==> config.mk <==
export PLATFORM = sky130hd
export DESIGN_NAME = sha256_block_engine
export DESIGN_NICKNAME = d
export VERILOG_FILES = /design/src/sha256_pkg.sv /design/src/sha256_sched.sv /design/src/sha256_round.sv /design/src/sha256_block_engine.sv
export VERILOG_INCLUDE_DIRS = /design/src /design/src/src
export SDC_FILE = /design/constraint.sdc
export NUM_CORES = 2
export LEC_CHECK = 0
export BUFFER_PORTS_ARGS = -buffer_cell sky130_fd_sc_hd__buf_2
export CAP_MARGIN = 10
export CORE_MARGIN = 2
export CORE_UTILIZATION = 35
export CTS_BUF_LIST = sky130_fd_sc_hd__clkbuf_8
export DETAILED_ROUTE_END_ITERATION = 10
export GPL_TIMING_DRIVEN = 0
export MAX_ROUTING_LAYER = met4
export PLACE_DENSITY = 0.6
export SYNTH_ARGS = -nofsm -noshare
export SYNTH_HDL_FRONTEND = slang
export SYNTH_SLANG_ARGS = --single-unit
==> constraint.sdc <==
create_clock -name clk_i -period 14.9 [get_ports clk_i]
set_clock_uncertainty 0.2 [all_clocks]
set_input_delay 1.49 -clock clk_i [delete_from_list [all_inputs] [get_ports clk_i]]
set_output_delay 1.49 -clock clk_i [all_outputs]
set_load 0.02 [all_outputs]
==> src/sha256_block_engine_defines.svh <==
// ----------------------------------------------------------------------------
// SHA-256 block engine assertion macros
// Concurrent check helpers, clocked on clk_i and disabled while in reset.
// ----------------------------------------------------------------------------
`ifndef SHA256_BLOCK_ENGINE_DEFINES_SVH
`define SHA256_BLOCK_ENGINE_DEFINES_SVH

`ifndef SYNTH
// same-cycle implication
`define SHA_ASSERT_IMP(lbl, ante, cons, msg) \
  lbl: assert property (@(posedge clk_i) disable iff (!rst_ni) (ante) |-> (cons)) \
    else $error(msg);
// next-cycle implication
`define SHA_ASSERT_NXT(lbl, ante, cons, msg) \
  lbl: assert property (@(posedge clk_i) disable iff (!rst_ni) (ante) |=> (cons)) \
    else $error(msg);
`else
`define SHA_ASSERT_IMP(lbl, ante, cons, msg)
`define SHA_ASSERT_NXT(lbl, ante, cons, msg)
`endif

`endif

==> src/sha256_pkg.sv <==
// ----------------------------------------------------------------------------
// SHA-256 package
// Request types, round constants, initial hash values and round functions.
// ----------------------------------------------------------------------------
package sha256_pkg;

  typedef logic [31:0] word_t;
  typedef logic [7:0][31:0] word_arr_t;

  // input request: one message word and its flags
  typedef struct packed {
    logic [31:0] message_word;
    logic        new_message;
    logic        final_block;
  } in_req_t;

  // output request: one digest word
  typedef struct packed {
    logic [31:0] digest_word;
    logic        digest_last;
  } out_req_t;

  // schedule window control
  typedef struct packed {
    logic        load;
    logic        step;
    logic [31:0] word;
  } sched_ctrl_t;

  localparam word_t ROUND_K [64] = '{
    32'h428a2f98, 32'h71374491, 32'hb5c0fbcf, 32'he9b5dba5,
    32'h3956c25b, 32'h59f111f1, 32'h923f82a4, 32'hab1c5ed5,
    32'hd807aa98, 32'h12835b01, 32'h243185be, 32'h550c7dc3,
    32'h72be5d74, 32'h80deb1fe, 32'h9bdc06a7, 32'hc19bf174,
    32'he49b69c1, 32'hefbe4786, 32'h0fc19dc6, 32'h240ca1cc,
    32'h2de92c6f, 32'h4a7484aa, 32'h5cb0a9dc, 32'h76f988da,
    32'h983e5152, 32'ha831c66d, 32'hb00327c8, 32'hbf597fc7,
    32'hc6e00bf3, 32'hd5a79147, 32'h06ca6351, 32'h14292967,
    32'h27b70a85, 32'h2e1b2138, 32'h4d2c6dfc, 32'h53380d13,
    32'h650a7354, 32'h766a0abb, 32'h81c2c92e, 32'h92722c85,
    32'ha2bfe8a1, 32'ha81a664b, 32'hc24b8b70, 32'hc76c51a3,
    32'hd192e819, 32'hd6990624, 32'hf40e3585, 32'h106aa070,
    32'h19a4c116, 32'h1e376c08, 32'h2748774c, 32'h34b0bcb5,
    32'h391c0cb3, 32'h4ed8aa4a, 32'h5b9cca4f, 32'h682e6ff3,
    32'h748f82ee, 32'h78a5636f, 32'h84c87814, 32'h8cc70208,
    32'h90befffa, 32'ha4506ceb, 32'hbef9a3f7, 32'hc67178f2
  };

  // initial hash, index 0 is word a
  localparam word_arr_t INIT_HASH = {
    32'h5be0cd19, 32'h1f83d9ab, 32'h9b05688c, 32'h510e527f,
    32'ha54ff53a, 32'h3c6ef372, 32'hbb67ae85, 32'h6a09e667
  };

  localparam int unsigned BLOCK_WORDS = 16;
  localparam int unsigned ROUNDS      = 64;

  function automatic word_t rotr32(input word_t x, input int unsigned n);
    return (x >> n) | (x << (32 - n));
  endfunction

  function automatic word_t small_sig0(input word_t x);
    return rotr32(x, 7) ^ rotr32(x, 18) ^ (x >> 3);
  endfunction

  function automatic word_t small_sig1(input word_t x);
    return rotr32(x, 17) ^ rotr32(x, 19) ^ (x >> 10);
  endfunction

  function automatic word_t big_sig0(input word_t x);
    return rotr32(x, 2) ^ rotr32(x, 13) ^ rotr32(x, 22);
  endfunction

  function automatic word_t big_sig1(input word_t x);
    return rotr32(x, 6) ^ rotr32(x, 11) ^ rotr32(x, 25);
  endfunction

  function automatic word_t choose(input word_t e, input word_t f, input word_t g);
    return (e & f) ^ (~e & g);
  endfunction

  function automatic word_t major(input word_t a, input word_t b, input word_t c);
    return (a & b) ^ (a & c) ^ (b & c);
  endfunction

endpackage

==> src/sha256_sched.sv <==
// ----------------------------------------------------------------------------
// SHA-256 message schedule
// Sixteen-word sliding window: shifts in message words, then expands W[t+16].
// ----------------------------------------------------------------------------
module sha256_sched (
  input  logic                    clk_i,
  input  sha256_pkg::sched_ctrl_t ctrl_i,
  output logic [31:0]             wt_o
);
  import sha256_pkg::*;

  word_t w_q [BLOCK_WORDS];
  word_t w_d [BLOCK_WORDS];
  word_t w_new;

  // next schedule word from the window taps
  assign w_new = w_q[0] + small_sig0(w_q[1]) + w_q[9] + small_sig1(w_q[14]);
  assign wt_o  = w_q[0];

  // window shift: message word while loading, expanded word while running
  always_comb begin
    for (int i = 0; i < BLOCK_WORDS - 1; i++) begin
      w_d[i] = w_q[i + 1];
    end
    w_d[BLOCK_WORDS - 1] = ctrl_i.load ? ctrl_i.word : w_new;
  end

  always_ff @(posedge clk_i) begin
    if (ctrl_i.load || ctrl_i.step) begin
      w_q <= w_d;
    end
  end

endmodule

==> src/sha256_round.sv <==
// ----------------------------------------------------------------------------
// SHA-256 round unit
// One compression round on the working variables, shared over all 64 rounds.
// ----------------------------------------------------------------------------
module sha256_round (
  input  sha256_pkg::word_arr_t v_i,
  input  logic [31:0]           wt_i,
  input  logic [31:0]           kt_i,
  output sha256_pkg::word_arr_t v_o
);
  import sha256_pkg::*;

  word_t t_one;
  word_t t_two;

  assign t_one = v_i[7] + big_sig1(v_i[4]) + choose(v_i[4], v_i[5], v_i[6]) + kt_i + wt_i;
  assign t_two = big_sig0(v_i[0]) + major(v_i[0], v_i[1], v_i[2]);

  // rotate the working variables
  always_comb begin
    v_o[7] = v_i[6];
    v_o[6] = v_i[5];
    v_o[5] = v_i[4];
    v_o[4] = v_i[3] + t_one;
    v_o[3] = v_i[2];
    v_o[2] = v_i[1];
    v_o[1] = v_i[0];
    v_o[0] = t_one + t_two;
  end

endmodule

==> src/sha256_block_engine.sv <==
// ----------------------------------------------------------------------------
// SHA-256 block engine
// Gathers sixteen message words, compresses the block, emits the digest.
// ----------------------------------------------------------------------------
// Words are taken one per cycle while idle; the sixteenth starts the rounds on the
// one shared round unit, then an add state folds them into the chaining value.
// A final block then emits eight digest words, one per cycle while not stalled.
// Reset loads the initial hash, clears the working variables and counters;
// the schedule window is not reset.
module sha256_block_engine (
  input  logic                  clk_i,
  input  logic                  rst_ni,
  input  logic                  in_valid_i,
  output logic                  in_stall_o,
  input  sha256_pkg::in_req_t   in_req_i,
  output logic                  out_valid_o,
  input  logic                  out_stall_i,
  output sha256_pkg::out_req_t  out_req_o
);
  import sha256_pkg::*;

  `include "sha256_block_engine_defines.svh"

  localparam logic [1:0] ST_IDLE  = 2'd0;
  localparam logic [1:0] ST_ROUND = 2'd1;
  localparam logic [1:0] ST_ADD   = 2'd2;
  localparam logic [1:0] ST_EMIT  = 2'd3;

  localparam logic [3:0] LAST_WORD  = 4'(BLOCK_WORDS - 1);
  localparam logic [5:0] LAST_ROUND = 6'(ROUNDS - 1);
  localparam logic [2:0] LAST_DIG   = 3'd7;

  logic [1:0]  state_q, state_d;
  logic [3:0]  word_cnt_q, word_cnt_d;
  logic [5:0]  round_q, round_d;
  logic [2:0]  out_idx_q, out_idx_d;
  logic        final_q, final_d;
  word_arr_t   chain_q, chain_d;
  word_arr_t   v_q, v_d;
  word_arr_t   v_next;
  word_t       wt;
  logic        in_accept;
  sched_ctrl_t sched_ctrl;

  assign in_stall_o = (state_q != ST_IDLE);
  assign in_accept  = in_valid_i && !in_stall_o;

  assign sched_ctrl.load = in_accept;
  assign sched_ctrl.step = (state_q == ST_ROUND);
  assign sched_ctrl.word = in_req_i.message_word;

  sha256_sched u_sched (
    .clk_i  (clk_i),
    .ctrl_i (sched_ctrl),
    .wt_o   (wt)
  );

  sha256_round u_round (
    .v_i  (v_q),
    .wt_i (wt),
    .kt_i (ROUND_K[round_q]),
    .v_o  (v_next)
  );

  // sequencer
  always_comb begin
    state_d    = state_q;
    word_cnt_d = word_cnt_q;
    round_d    = round_q;
    out_idx_d  = out_idx_q;
    final_d    = final_q;
    chain_d    = chain_q;
    v_d        = v_q;
    case (state_q)
      ST_IDLE: begin
        if (in_accept) begin
          if (word_cnt_q == 4'd0 && in_req_i.new_message) begin
            chain_d = INIT_HASH;
          end
          word_cnt_d = word_cnt_q + 4'd1;
          if (word_cnt_q == LAST_WORD) begin
            final_d = in_req_i.final_block;
            v_d     = chain_d;
            round_d = '0;
            state_d = ST_ROUND;
          end
        end
      end
      ST_ROUND: begin
        v_d     = v_next;
        round_d = round_q + 6'd1;
        if (round_q == LAST_ROUND) begin
          state_d = ST_ADD;
        end
      end
      ST_ADD: begin
        for (int i = 0; i < 8; i++) begin
          chain_d[i] = chain_q[i] + v_q[i];
        end
        out_idx_d = '0;
        state_d   = final_q ? ST_EMIT : ST_IDLE;
      end
      ST_EMIT: begin
        if (!out_stall_i) begin
          out_idx_d = out_idx_q + 3'd1;
          if (out_idx_q == LAST_DIG) begin
            state_d = ST_IDLE;
          end
        end
      end
      default: begin
        state_d = ST_IDLE;
      end
    endcase
  end

  always_ff @(posedge clk_i or negedge rst_ni) begin
    if (!rst_ni) begin
      state_q    <= ST_IDLE;
      word_cnt_q <= '0;
      round_q    <= '0;
      out_idx_q  <= '0;
      final_q    <= 1'b0;
      chain_q    <= INIT_HASH;
      v_q        <= '0;
    end else begin
      state_q    <= state_d;
      word_cnt_q <= word_cnt_d;
      round_q    <= round_d;
      out_idx_q  <= out_idx_d;
      final_q    <= final_d;
      chain_q    <= chain_d;
      v_q        <= v_d;
    end
  end

  // digest output, held while stalled
  assign out_valid_o           = (state_q == ST_EMIT);
  assign out_req_o.digest_word = chain_q[out_idx_q];
  assign out_req_o.digest_last = (out_idx_q == LAST_DIG);

  // checks
  `SHA_ASSERT_NXT(a_block_start, in_accept && word_cnt_q == LAST_WORD,
    state_q == ST_ROUND && round_q == 6'd0, "block did not start rounds")
  `SHA_ASSERT_NXT(a_round_end, state_q == ST_ROUND && round_q == LAST_ROUND,
    state_q == ST_ADD, "rounds did not end in add")
  `SHA_ASSERT_NXT(a_emit_end, out_valid_o && !out_stall_i && out_req_o.digest_last,
    state_q == ST_IDLE && !out_valid_o, "digest ran past last word")
  `SHA_ASSERT_NXT(a_no_emit, state_q == ST_ADD && !final_q,
    state_q == ST_IDLE, "digest emitted for non-final block")

endmodule

== Yosys cells after proc, flatten, opt, wreduce, memory -nomap -nowiden ==
Memories as Yosys holds them, arrays and structs flattened.
Index checks and enable logic that the tools add are counted.

* Add/sub/neg operators: 21
* Bitwise logic cells: 28
* Equal/unequal tests: 11
* Muxes and demuxes: 23
* Magnitude comparators: 2
* Reduce and logical (&&, ||, !) cells: 16

{| class="wikitable"
|+ Operators with widths
! kind !! count
|-
| two-way mux 256 bit || 4
|-
| one-hot mux 256 bit (2 select lines) || 2
|-
| adder 32 bit || 18
|-
| XOR 32 bit || 9
|-
| AND 32 bit || 5
|-
| two-way mux 32 bit || 4
|-
| binary-select mux 32 bit (select 3 bit) || 1
|-
| NOT 32 bit || 1
|-
| bitwise OR 10 x 32 -> 32 bit || 1
|-
| bitwise OR 13 x 32 -> 32 bit || 1
|-
| bitwise OR 14 x 32 -> 32 bit || 1
|-
| bitwise OR 15 x 32 -> 32 bit || 1
|-
| bitwise OR 19 x 32 -> 32 bit || 1
|-
| bitwise OR 21 x 32 -> 32 bit || 1
|-
| bitwise OR 25 x 32 -> 32 bit || 1
|-
| bitwise OR 26 x 32 -> 32 bit || 1
|-
| bitwise OR 30 x 32 -> 32 bit || 1
|-
| bitwise OR 7 x 32 -> 32 bit || 1
|-
| XOR 32 x 22 -> 32 bit || 1
|-
| XOR 32 x 29 -> 32 bit || 1
|-
| two-way mux 2 bit || 6
|-
| two-way mux 6 bit || 2
|-
| one-hot mux 6 bit (2 select lines) || 1
|-
| inequality test 2 bit, second input constant || 4
|-
| 24 further kinds || 32
|}

* Output and inout bits: 35
* Logic and storage cells: 139
* Bits in registers: 1,040
* Memories: 1
* ROM bits: 2,048

{| class="wikitable"
|+ Memories
! name !! words !! width !! read ports !! clocked after Yosys merged registers in !! write ports !! RTL line !! text
|-
| (no name shown) || 64 || 32 || 1 || 0 || 0 || sha256_block_engine.sv:61 || <nowiki>.kt_i (ROUND_K[round_q]),</nowiki>
|}

== Longest topological paths before layout ==
* Word-level depth: 9
* Depth in mapped cells: 35
* Depth with buffers taken out: 34

== By module ==
A second synthesis with hierarchy kept.

* Cell total of the unflattened synthesis: 6,850
* Area total of the unflattened synthesis: 68,884.8 um2

{| class="wikitable"
|+ By module, submodules not included
! module !! cells an instance !! instances !! sequential area each (um2) !! area each (um2)
|-
| sha256_block_engine || 4,357 || 1 || 13,382.8 || 37,563.5
|-
| sha256_sched || 1,098 || 1 || 15,374.7 || 20,113.0
|-
| sha256_round || 1,395 || 1 || 0.0 || 11,208.2
|}

== Least setup slack after synthesis ==
OpenSTA, ideal clock, no wires.

* Path type: input to register
* Start point: input port in_valid_i
* End point: register u_sched.w_q, in the netlist u_sched.w_d[100] (enable)
* Buffers on the path: 2
* Stages: 4
* Data arrival time: 10,423 ps
* Required time: 11,053 ps
* Setup slack: 630 ps
* Setup time: 3,647 ps
* Path through: nand2_1 clkbuf_1 clkbuf_1 nand2_1

* Cells in the longest elaborated chain, start to end: 2

{| class="wikitable"
|+ RTL lines
! element !! RTL line !! text
|-
| start, declared || sha256_block_engine.sv:13 || <nowiki>input logic in_valid_i,</nowiki>
|-
| logical AND 1 bit || sha256_block_engine.sv:46 || <nowiki>assign in_accept = in_valid_i && !in_stall_o;</nowiki>
|-
| logical OR 1 bit || sha256_sched.sv:29 || <nowiki>if (ctrl_i.load || ctrl_i.step) begin</nowiki>
|-
| end signal, assigned || sha256_sched.sv:30 || <nowiki>w_q <= w_d;</nowiki>
|-
| end, declared || sha256_sched.sv:12 || <nowiki>word_t w_q [BLOCK_WORDS];</nowiki>
|}

No other way between the ends.
A chain may end at the register's enable or synchronous reset.

== Final worst setup path ==
* Start point: register round_q[1]
* End point: register v_q[31] in the netlist's numbering

* Cells in the longest elaborated chain, start to end: 8

{| class="wikitable"
|+ RTL lines
! element !! RTL line !! text
|-
| start, declared || sha256_block_engine.sv:35 || <nowiki>logic [5:0] round_q, round_d;</nowiki>
|-
| start signal, assigned || sha256_block_engine.sv:129 || <nowiki>round_q <= round_d;</nowiki>
|-
| NOT 6 -> 7 bit (not written as such) || sha256_block_engine.sv:61 ||
|-
| memory (64 x 32 bit) || -- ||
|-
| two-way mux 32 bit (not written as such) (2 in a row) || sha256_block_engine.sv:61 ||
|-
| adder 32 bit (2 in a row) || sha256_round.sv:16 || <nowiki>assign t_one = v_i[7] + big_sig1(v_i[4]) + choose(v_i[4], v_i[5], v_i[6]) + kt_i + wt_i;</nowiki>
|-
| adder 32 bit || sha256_round.sv:28 || <nowiki>v_o[0] = t_one + t_two;</nowiki>
|-
| one-hot mux 256 bit (2 select lines) || sha256_block_engine.sv:74 || <nowiki>case (state_q)</nowiki>
|-
| end signal, assigned || sha256_block_engine.sv:133 || <nowiki>v_q <= v_d;</nowiki>
|-
| end, declared || sha256_block_engine.sv:39 || <nowiki>word_arr_t v_q, v_d;</nowiki>
|}

No other way between the ends. The select of a mux whose other input is x is not followed.

==> flow_metrics.py <==
metrics = {
    "status": {
        "status": "finished with violations",
        "failed_checks": "capacitance limit, slew limit",
    },
    "sta": {
        "period_share_pct": 77.11,
        "rsz0062_at_grt": "no",
        "relSlewSlack_pct": -1.801,
        "timing_worst_slew_pin_value_ps": 1527,
        "maxClockFrequency_mhz": 87.04,
        "final.min_clock_period_ps": 11490,
        "slew_violations": 11,
        "hold_viol": 0,
        "final-setup-viol-count": 0,
    },
    "logic_synthesis": {
        "synth-edff-count": 512,
        "mappedNetlistNets": 7334,
        "avgSynthCellArea_um2": 10.08,
        "async_flop_share_pct": 50.77,
        "post_synth_num_cell_types": 105,
        "netlist_instances": 6697,
        "synthFlopType": "sky130_fd_sc_hd__edfxtp_1",
        "yosysWarnings": 0,
        "synth_top_cells_by_area": "sky130_fd_sc_hd__edfxtp_1 23%, sky130_fd_sc_hd__dfrtp_1 15%, sky130_fd_sc_hd__ha_1 7.5%",
        "synthMostInstantiatedCell": "sky130_fd_sc_hd__nand2_1",
        "synth_top_area_share_pct": 22.77,
        "synth.top_cells.by_count": "624 x sky130_fd_sc_hd__nand2_1, 533 x sky130_fd_sc_hd__nor2_1, 512 x sky130_fd_sc_hd__edfxtp_1",
        "mappedNetlistArea_mm2": 0.06753,
        "synth_seq_cells": 1040,
        "synth_top_cell_by_area": "sky130_fd_sc_hd__edfxtp_1",
        "sequential_element_share_of_the_synthesized_area_pct": 42.59,
    },
    "clock_network": {
        "cts_tree": "yes",
        "tritoncts.num_buffers": 189,
        "worstSkewPairLatency_ps": 1040,
        "post_cts.repair.setup_buffers": 0,
        "numClockSinks": 1040,
        "clockBufferDepth": 3,
        "ctsHtreeMaxLevel": 4,
        "clk_pin_slew_worst_paths_ps": 70,
        "hold_buffers": 0,
        "resized_cells_post_cts": 0,
        "cts-root-buf": "sky130_fd_sc_hd__clkbuf_8",
    },
    "layout": {
        "layout-drive-gt1-share_pct": 9.606,
        "post_layout_nonfiller_instances": 9686,
        "postLayoutCellArea_mm2": 0.07583,
        "number_of_filler_cells_placed_in_the_layout": 19050,
        "count_of_nets_after_finishing": 7626,
        "final_core_utilization_pct": 39.46,
        "multiInputGateArea_mm2": 0.03610,
        "regArea_mm2": 0.02876,
        "area_growth_pct": 12.30,
    },
    "setup_path": {
        "worstSetupEndpointType": "flop",
        "worstPathArrival_ps": 12110,
        "worst_path_largest_cell_delay_ps": 1010,
        "timing_worst_setup_path_type": "flop to flop",
        "cell_type_of_the_slowest_stage_on_the_worst_timing_path": "sky130_fd_sc_hd__xnor2_1",
        "critPathMaxFanout": 13,
        "critPathRequiredTime_ps": 15520,
        "crit_path_start_kind": "flop",
        "cp_common_cell": "sky130_fd_sc_hd__o21ai_0",
    },
    "worst_hold_path": {
        "worstHoldPathType": "input pin to async pin",
    },
    "die": {
        "initial_core_utilization_pct": 35.14,
        "dieHeight_um": 443.2,
        "design.die.area_mm2": 0.1965,
        "core_area_mm2": 0.1922,
        "top_level_ports": 73,
        "floorplan_die_width_um": 443.2,
        "row_cnt": 161,
    },
    "route": {
        "drt-wirelength-per-cell_um": 32.46,
        "drt.antenna.violating_nets": 0,
        "wl_um": 314400,
        "avgViaCountPerCell": 5.941,
        "drt_first_pass_iters": 8,
        "via_count": 57540,
        "drt_iter0_drc": 7328,
        "drt_drc_violations_left": 0,
    },
    "grt": {
        "grt.overflow.total": 0,
        "grtUsageMet3_pct": 7.726,
        "grt.met2_usage_pct": 46.74,
        "number_of_global_route_vias_before_repair": 55210,
        "grtUsageMet1_pct": 39.82,
        "initial_antenna_violation_count": 16,
        "largest_net_degree_at_the_start_of_global_routing": 107,
        "grt.busiest_layer": "met2",
        "grt_use_total_pct": 32.24,
        "grt_first_pass_wirelength_um": 431100,
    },
    "placed_design": {
        "gp_congestion": 1.060,
        "portBuffers": 72,
        "place_hpwl_um": 245000,
        "number_of_placed_instances_taps_included": 9320,
        "dpl-instance-area_mm2": 0.07160,
    },
    "job": {
        "timing.max_cap.violations": 1,
    },
}
-- registers in the layout, indices dropped and copies added, names as in the netlist --
| signal | flops |
|---|---|
| word_cnt_q | 4 |
| out_idx_q | 3 |
| final_q | 1 |
| round_q | 6 |
| chain_q | 256 |
| u_sched.w_d | 480 |
| v_q | 256 |
| state_q | 2 |
| u_sched.wt_o | 32 |
-- cell type report --
type                       instances  share of cell area, %
sequential                      1040                  37.92
tap                             2526                  4.168
buffer                           358                  1.805
timing repair buffer             101                  1.257
clock inverter                   126                  1.483
inverter                         355                  1.757
clock buffer                     217                  3.938
antenna                           19                0.06270
multi-input combinational       4944                  47.61
-- cells by family after synthesis --
family          Yosys count  synth area share [%]
fa+ha+maj               621                 13.60
compound gates         1839                 17.50
xor+xnor                561                 7.287
buf+inv                 713                 3.965
simple gates           1803                 11.88
flops                  1040                 42.59
mux                     120                 3.174
-- worst max-delay path: cells and delay by family (launching register included) --
kind / cells / cell delay, ps
xor+xnor: 2 / 1180
flops: 1 / 520
simple gates: 8 / 1800
fa+ha+maj: 6 / 2590
buf+inv: 5 / 1860
compound gates: 12 / 3140
-- final timing paths --
path,slack (ps),endpoint,cells after the start,startpoint
worst max register to register,3410,v_q[31],33,round_q[1]
worst min-delay path,190,v_q[99],1,rst_ni
min in group clk_i,190,u_sched.w_d[90],0,u_sched.w_d[58]
worst min register to register,190,u_sched.w_d[90],0,u_sched.w_d[58]
worst max-delay path,3410,v_q[31],33,round_q[1]
max in group asynchronous,12790,v_q[31],3,rst_ni
-- cell usage in the layout, fill, tap and decap left out, types with 128 or more instances in the layout --
cell                         n
sky130_fd_sc_hd__nand2_1   623
sky130_fd_sc_hd__nor2_1    533
sky130_fd_sc_hd__edfxtp_1  512
sky130_fd_sc_hd__a21oi_1   488
sky130_fd_sc_hd__inv_1     422
sky130_fd_sc_hd__o21ai_0   405
sky130_fd_sc_hd__ha_1      403
sky130_fd_sc_hd__dfrtp_1   392
sky130_fd_sc_hd__xnor2_1   378
sky130_fd_sc_hd__clkbuf_1  296
sky130_fd_sc_hd__clkbuf_8  217
sky130_fd_sc_hd__fa_1      196
sky130_fd_sc_hd__a21o_1    183
sky130_fd_sc_hd__nor3_1    183
sky130_fd_sc_hd__nand3_1   182
sky130_fd_sc_hd__xor2_1    182
sky130_fd_sc_hd__a31oi_1   140
sky130_fd_sc_hd__dfstp_2   136
sky130_fd_sc_hd__o31ai_1   128
-- through the flow --
step                      hold slack, ps   TNS, ps  setup WS, ps
final                              185.2         0          3411
after CTS                          123.1         0          3688
after detailed placement           204.5         0          3756
after global routing               159.4         0          3215
after global placement             200.2  -2940960         -5764
after floorplan                    200.3         0         630.4
-- layer usage --
layer  part of all wire, %  wire length, um  vias up
li1                      -                -    24690
met2                    43           134900     3313
met5                     0                0        -
met3                   9.7            30380      782
met1                    39           123700    28750
met4                   8.1            25450        0
Power is left out: the tool's default activity adds up to more than one toggle a clock period on the data nets, which glitch-free logic cannot reach.
